## config.mk

```make
export PLATFORM = sky130hd
export DESIGN_NAME = dtb_unpremul
export DESIGN_NICKNAME = d
export VERILOG_FILES = /design/src/rtl/dtb_pkg.sv /design/src/rtl/dtb_unpremul.sv
export SDC_FILE = /design/constraint.sdc
export NUM_CORES = 1
export LEC_CHECK = 0
export ABC_AREA = 1
export BUFFER_PORTS_ARGS = -buffer_cell sky130_fd_sc_hd__buf_2
export CORE_MARGIN = 3
export CORE_UTILIZATION = 35
export DETAILED_ROUTE_END_ITERATION = 16
export PLACE_DENSITY = 0.54
export SYNTH_ARGS = -nofsm -noshare
export SYNTH_HDL_FRONTEND = slang
export SYNTH_SLANG_ARGS = --single-unit
```

## constraint.sdc

```tcl
create_clock -name clk -period 3.51 [get_ports clk]
set_input_delay 0.1755 -clock clk [delete_from_list [all_inputs] [get_ports clk]]
set_output_delay 0.1755 -clock clk [all_outputs]
set_load 0.005 [all_outputs]
```

## src/rtl/dtb_pkg.sv

```systemverilog
// ----------------------------------------------------------------------------
// dtb_pkg: shared types and constants of the duotone tint blend unit
// Register map codes, fixed-point constants and the divide-by-255 helper.
// ----------------------------------------------------------------------------
`default_nettype none

package dtb_pkg;

  // register index on the configuration port (byte address = 4 * index)
  typedef enum logic [2:0] {
    REG_DARK_RED     = 3'd0,
    REG_DARK_GREEN   = 3'd1,
    REG_DARK_BLUE    = 3'd2,
    REG_LIGHT_RED    = 3'd3,
    REG_LIGHT_GREEN  = 3'd4,
    REG_LIGHT_BLUE   = 3'd5,
    REG_BLEND_AMOUNT = 3'd6
  } dtb_reg_e;

  // blend amount of 1.0 in Q1.16
  localparam logic [16:0] AMT_ONE = 17'h10000;

  // luma weights (per mille)
  localparam logic [9:0] LUMA_W_R = 10'd299;
  localparam logic [9:0] LUMA_W_G = 10'd587;
  localparam logic [9:0] LUMA_W_B = 10'd114;

  // floor(x / 1000) = (x * LUMA_MUL) >> 28, exact for x <= 255000
  localparam logic [18:0] LUMA_MUL = 19'd268436;

  // floor(y / 255) = (y * DIV255_MUL) >> 24, exact for y <= 65152
  localparam logic [16:0] DIV255_MUL = 17'd65794;

  // rounding offsets
  localparam logic [15:0] RND_255  = 16'd127;
  localparam logic [24:0] RND_Q16  = 25'd32768;

  // stages of the un-premultiply divider (setup plus four radix-2 pairs)
  localparam int UPM_STG = 5;

  // per-stage load enables for the divider
  typedef struct packed {
    logic [UPM_STG-1:0] ld;
  } dtb_upm_ctl_t;

  // reciprocal multiply, operand never above 65152 here
  function automatic logic [7:0] div255(input logic [15:0] y);
    logic [32:0] p;
    p = {17'd0, y} * {16'd0, DIV255_MUL};
    return p[31:24];
  endfunction

endpackage

`default_nettype wire

```

## src/rtl/dtb_unpremul.sv

```systemverilog
// ----------------------------------------------------------------------------
// dtb_unpremul: pipelined un-premultiply of one colour channel
// u = min(255, floor(c * 255 / a)) with a restoring divider, two quotient
// bits per stage; saturation is decided up front from c * 255 >= a * 256.
// ----------------------------------------------------------------------------
`default_nettype none

module dtb_unpremul
  import dtb_pkg::*;
(
  input  logic         clk,
  input  dtb_upm_ctl_t ctl,
  input  logic [7:0]   a,
  input  logic [7:0]   c,
  output logic [7:0]   u
);

  logic [15:0] rem [UPM_STG];
  logic [7:0]  quo [UPM_STG];
  logic [7:0]  den [UPM_STG];
  logic        sat [UPM_STG];

  // dividend c * 255
  logic [15:0] num;
  assign num = {c, 8'h00} - {8'h00, c};

  // setup stage: dividend, divisor and saturation flag
  always_ff @(posedge clk) begin
    if (ctl.ld[0]) begin
      rem[0] <= num;
      quo[0] <= '0;
      den[0] <= a;
      sat[0] <= (num >= {a, 8'h00});
    end
  end

  // compare-subtract stages, MSB first
  for (genvar j = 1; j < UPM_STG; j++) begin : g_div
    localparam int TOPB = 2 * (UPM_STG - 1) - 1 - 2 * (j - 1);
    logic [15:0] r_nx;
    logic [7:0]  q_nx;
    logic [15:0] d;

    always_comb begin
      r_nx = rem[j-1];
      q_nx = quo[j-1];
      d    = '0;
      for (int k = 0; k < 2; k++) begin
        d = {8'h00, den[j-1]} << (TOPB - k);
        if (r_nx >= d) begin
          r_nx = r_nx - d;
          q_nx[TOPB-k] = 1'b1;
        end
      end
    end

    always_ff @(posedge clk) begin
      if (ctl.ld[j]) begin
        rem[j] <= r_nx;
        quo[j] <= q_nx;
        den[j] <= den[j-1];
        sat[j] <= sat[j-1];
      end
    end
  end

  assign u = sat[UPM_STG-1] ? 8'hFF : quo[UPM_STG-1];

endmodule

`default_nettype wire

```

Word level (Yosys, flattened, before mapping)

Memories as Yosys holds them, arrays and structs flattened.
Cells that the tools add are included.

Register bits after elaboration: 0
RAM bits: 165
Input bits: 22
Output and inout bits: 8
Logic and storage cells: 49
Memories: 4

$add $sub $neg: 9
Magnitude comparators: 9
Multiplexer cells: 27

Memory list:

| memory | words | width | rd ports | clocked after Yosys merged registers in | write ports | line               | RTL |
|---|---|---|---|---|---|---|---|
| rem    | 5     | 16    | 4        | 0                                       | 5           | dtb_unpremul.sv:18 | `logic [15:0] rem [UPM_STG];` |
| den    | 5     | 8     | 4        | 0                                       | 5           | dtb_unpremul.sv:20 | `logic [7:0] den [UPM_STG];` |
| quo    | 5     | 8     | 5        | 0                                       | 5           | dtb_unpremul.sv:19 | `logic [7:0] quo [UPM_STG];` |
| sat    | 5     | 1     | 5        | 0                                       | 5           | dtb_unpremul.sv:21 | `logic sat [UPM_STG];` |

Operators by type and width:

| kind             | number |
|---|---|
| $mux W16         | 8 |
| $sub A16 B8 Y16  | 2 |
| $mux W1          | 18 |
| $ge A16 B10 Y1   | 1 |
| $ge A16 B11 Y1   | 1 |
| $ge A16 B12 Y1   | 1 |
| $ge A16 B13 Y1   | 1 |
| $ge A16 B14 Y1   | 1 |
| $ge A16 B15 Y1   | 1 |
| $ge A16 B16 Y1   | 1 |
| $ge A16 B8 Y1    | 1 |
| $ge A16 B9 Y1    | 1 |
| $sub A16 B10 Y16 | 1 |
| $sub A16 B11 Y16 | 1 |
| $sub A16 B12 Y16 | 1 |
| $sub A16 B13 Y16 | 1 |
| $sub A16 B14 Y16 | 1 |
| $sub A16 B15 Y16 | 1 |
| $sub A16 B9 Y16  | 1 |
| $mux W8          | 1 |

Longest topological paths before layout

An unclocked memory read counts as a cell.

Depth after elaboration: 5
Gate-level depth with buffers: 25
Depth with buffers taken out: 23

Worst setup path after synthesis

Ideal clock, no wire load.

Path kind: reg-to-reg
From: mem rem[2][10] (netlist: rem[0][42])
To: mem rem[3][15] (netlist: rem[0][63]), data pin
Library setup time: 0.253 ns
Data arrival time: 3.184 ns
Data required time: 3.257 ns
Setup slack: 0.073 ns
Stages on the path, launching flop included: 23
Buffers on the path: 4
Clock period less this slack: 3.437 ns
Cell sequence: edfxtp_1 ha_1 buf_4 nand2_1 nor2_2 inv_1 nor2_1 nand2_2 nand3_2 buf_6 inv_2 buf_2 o21ai_0 ha_1 a21oi_1 nand2_1 a21oi_1 nand3_2 nor2_4 nand3_4 buf_6 nand3_1 nand2_1

RTL lines:

| what               | line |
|---|---|
| start: declaration | dtb_unpremul.sv:18 |

==> results_dict.tcl <==
set metrics [dict create \
    crit_top_cell "nand2_2" \
    die_height_um 163 \
    synth_ff_type "edfxtp_1" \
    outcome "finished, final reports clean" \
    cts_sinks 121 \
    gr-total-overflow 0 \
    ant_nets 0 \
    syn_inst 1023 \
    leakage_nw 5.34 \
    hp-start "ctl[4]" \
    hold_violations 0 \
    ys_types 42 \
    hp-class "input port to flip-flop" \
    period_share 0.975 \
    worst_r2r_startpoint "rem[0][42]" \
    place_ws_ps -269 \
    fp-row-count 56 \
    holdWs_ps 120 \
    syn_to_final_growth_pct 36.6 \
    reg2reg_depth 22 \
    yosysTopAreaCell "edfxtp_1" \
    worstMarginPinSlew_ps 717 \
    routedWlPerCell_um 13.8 \
    place_congestion 0.841 \
    fill_cells 2256 \
    synth-edff-count 121 \
    setup_ws_ps 87.1 \
    cts_tree "yes" \
    hold_end "quo[0][36]" \
    crit_chain "ha_4, nand2_4, nor2_4, inv_1, nor2_2, nand2_2, nand3_4, inv_4, or2_1, o21a_1, buf_6, inv_1, ha_1, nand2_2, buf_4, nor2_1, nand3_1, nand2_2, nor2_4, nand3_4, nand2_2, o21ai_2" \
    fin_area_um2 11800 \
    min_delay_path_depth 1 \
    antenna_found_initial 0 \
    synth_area_leaders "edfxtp_1, nand2_1, ha_1, inv_1, nor2_1" \
    critPathRequiredTime_ps 3680 \
    cp_slowest_cell "edfxtp_1" \
    first_pass_iters 5 \
    drv_slew 0 \
    nets 1350 \
    power_density_nw_per_um2 901 \
    wl_um 21800 \
    place_area_um2 10200 \
    cpPeakStageDelay_ps 460 \
    cp_num_buf_inv 5 \
    ctsLongestPathBuffers 2 \
    yosysWarnings 0 \
    dp_hpwl_um 16800 \
    total_power_mw 10.7 \
    worstSetupPathType "flip-flop to flip-flop" \
    numCtsBuffers 17 \
    rrSetupSlack_ps 90 \
    path_delay_family "simple AND/OR/NAND/NOR gates" \
    cp.arrival_ps 3590 \
    die_w_um 163 \
    worstSkewPairLatency_ps 420 \
    final_layout_size_suffix_gt1_frac 0.324 \
    drt-initial-drc-count 365 \
    synth-async-reset-ratio 0 \
    skew_ps 17.8 \
    drc_errors 0 \
    min_period_ps 3420 \
    start_util 0.363 \
    cp-start-kind "flip-flop" \
    yosysTopAreaCellShare 0.419 \
    htree_levels 4 \
    synth-seq-cells 121 \
    grt_pass1_vias 7206 \
    vias 7359 \
    netlist_top_cells_count "nand2_1, inv_1, edfxtp_1, nor2_1, ha_1" \
    end_kind "flip-flop" \
    yosysSeqAreaShare 0.419 \
    groute.usage.overall 0.163 \
    fmax_ghz 0.292 \
    crit_fanout 5 \
    io_buffers 29 \
    clock-root-buffer "clkbuf_16" \
    ios 30 \
    synth.net_count 1125 \
    clk_pin_slew_ps 60 \
    max_slew_margin 0.522 \
    core_um2 23900 \
    cap_violations 0 \
    via_per_inst 4.66 \
    avgSynthCellArea_um2 8.47 \
    n_antenna_cell 0 \
    r2r_end "rem[0][51]" \
    synth_most_common_cell "nand2_1" \
    syn_area_um2 8670 \
    setup_viol 0 \
    grt_start_max_net_pins 32 \
    die_area_um2 26700 \
    worst_ir_drop_vdd_v 0.000425 \
    grt_pass1_wl_um 34500 \
]
[worst register-to-register path: cells and delay by family, from the launching register on]
| kind | cells | cell delay, ps |
|---|---|---|
| compound gates | 2 | 190 |
| buf+inv | 5 | 390 |
| simple gates | 13 | 1570 |
| fa+ha+maj | 2 | 570 |
| flops | 1 | 460 |
[cell usage in the layout, fill, tap and decap left out, types with 3 or more instances in the layout]
| cell | n |
|---|---|
| a21oi_1 | 31 |
| a21oi_2 | 15 |
| a21oi_4 | 3 |
| a31oi_1 | 3 |
| buf_2 | 29 |
| buf_4 | 169 |
| buf_6 | 3 |
| clkbuf_16 | 17 |
| clkinv_4 | 5 |
| dlygate4sd3_1 | 9 |
| edfxtp_1 | 121 |
| fa_2 | 5 |
| ha_1 | 49 |
| ha_4 | 23 |
| inv_1 | 130 |
| inv_2 | 24 |
| inv_6 | 7 |
| nand2_1 | 248 |
| nand2_2 | 27 |
| nand2_4 | 4 |
| nand3_1 | 52 |
| nand3_2 | 10 |
| nand3_4 | 6 |
| nand3b_1 | 5 |
| nand4_1 | 18 |
| nor2_1 | 74 |
| nor2_2 | 5 |
| nor2_4 | 6 |
| nor3_1 | 8 |
| nor4_1 | 4 |
| o211ai_1 | 3 |
| o21ai_0 | 20 |
| o21ai_1 | 13 |
| o21ai_2 | 12 |
| o21bai_1 | 3 |
| or2_2 | 13 |
| xnor2_1 | 18 |
| xor2_1 | 31 |
[what timing repair did]
item,4_1_cts,5_1_grt
pin swaps,8,53
setup endpoints to repair,33,40
resized for setup,23,136
endpoints found under the hold margin,9,0
setup buffers,9,29
hold buffers,9,0
cloned,1,4
[state kept, by name (all words and copies together), names as in the netlist]
name  count
sat       5
quo      20
rem      64
den      32
[kinds of logic after synthesis]
kind of cell / after synthesis / synth area share
xor gates and xnor gates: 49 / 0.0495
and+or+nand+nor: 486 / 0.253
AOI/OAI and AO/OA: 119 / 0.0793
adders and majority gates: 80 / 0.122
buffers and inverters: 168 / 0.0777
DFF: 121 / 0.419
[per-stage QoR]
stage / util / setup TNS, ps / cells
after floorplan: - / 0 / 1023
after global placement: 0.425 / -2970 / 1497
after detailed placement: 0.425 / -3510 / 1497
after CTS: 0.461 / -2.47 / 1548
after global routing: 0.495 / -927 / 1580
final: 0.495 / 0 / 1580
[worst max path at each step]
stage	startpoint	end	slack [ps]	cells past startpoint
after floorplan	rem[0][42]	rem[0][63]	70	22
after CTS	den[0][15]	rem[0][44]	-2	21
after global routing	rem[0][21]	rem[0][39]	-90	19
after global placement	den[0][15]	rem[0][36]	-240	19
after detailed placement	den[0][15]	rem[0][36]	-270	19
final	rem[0][42]	rem[0][51]	90	22
[routing by layer]
| layer | GRT usage | routed length [um] | up-vias |
|---|---|---|---|
| met2 | 0.298 | 11400 | 93 |
| met4 | 0.0469 | 337 | 0 |
| li1 | - | - | 3869 |
| met1 | 0.195 | 9520 | 3372 |
| met5 | 0 | 0 | - |
| met3 | 0.0304 | 547 | 25 |
[cell type report]
class	instances	area, um2	share of cell area
timing repair inverter	2	12.5	0.00106
clock inverter	14	164	0.0138
multi-input combinational	737	5030	0.425
timing repair buffer	211	1560	0.132
inverter	158	609	0.0515
tap	319	399	0.0337
sequential	121	3630	0.307
clock buffer	18	429	0.0363
[power breakdown]
group / internal (mW) / switching [mW]
sequential: 2.09 / 0.228
clock: 1.06 / 0.695
combinational: 3.02 / 3.55
total: 6.18 / 4.48
No activity file was read; power rests on OpenSTA's default activity.
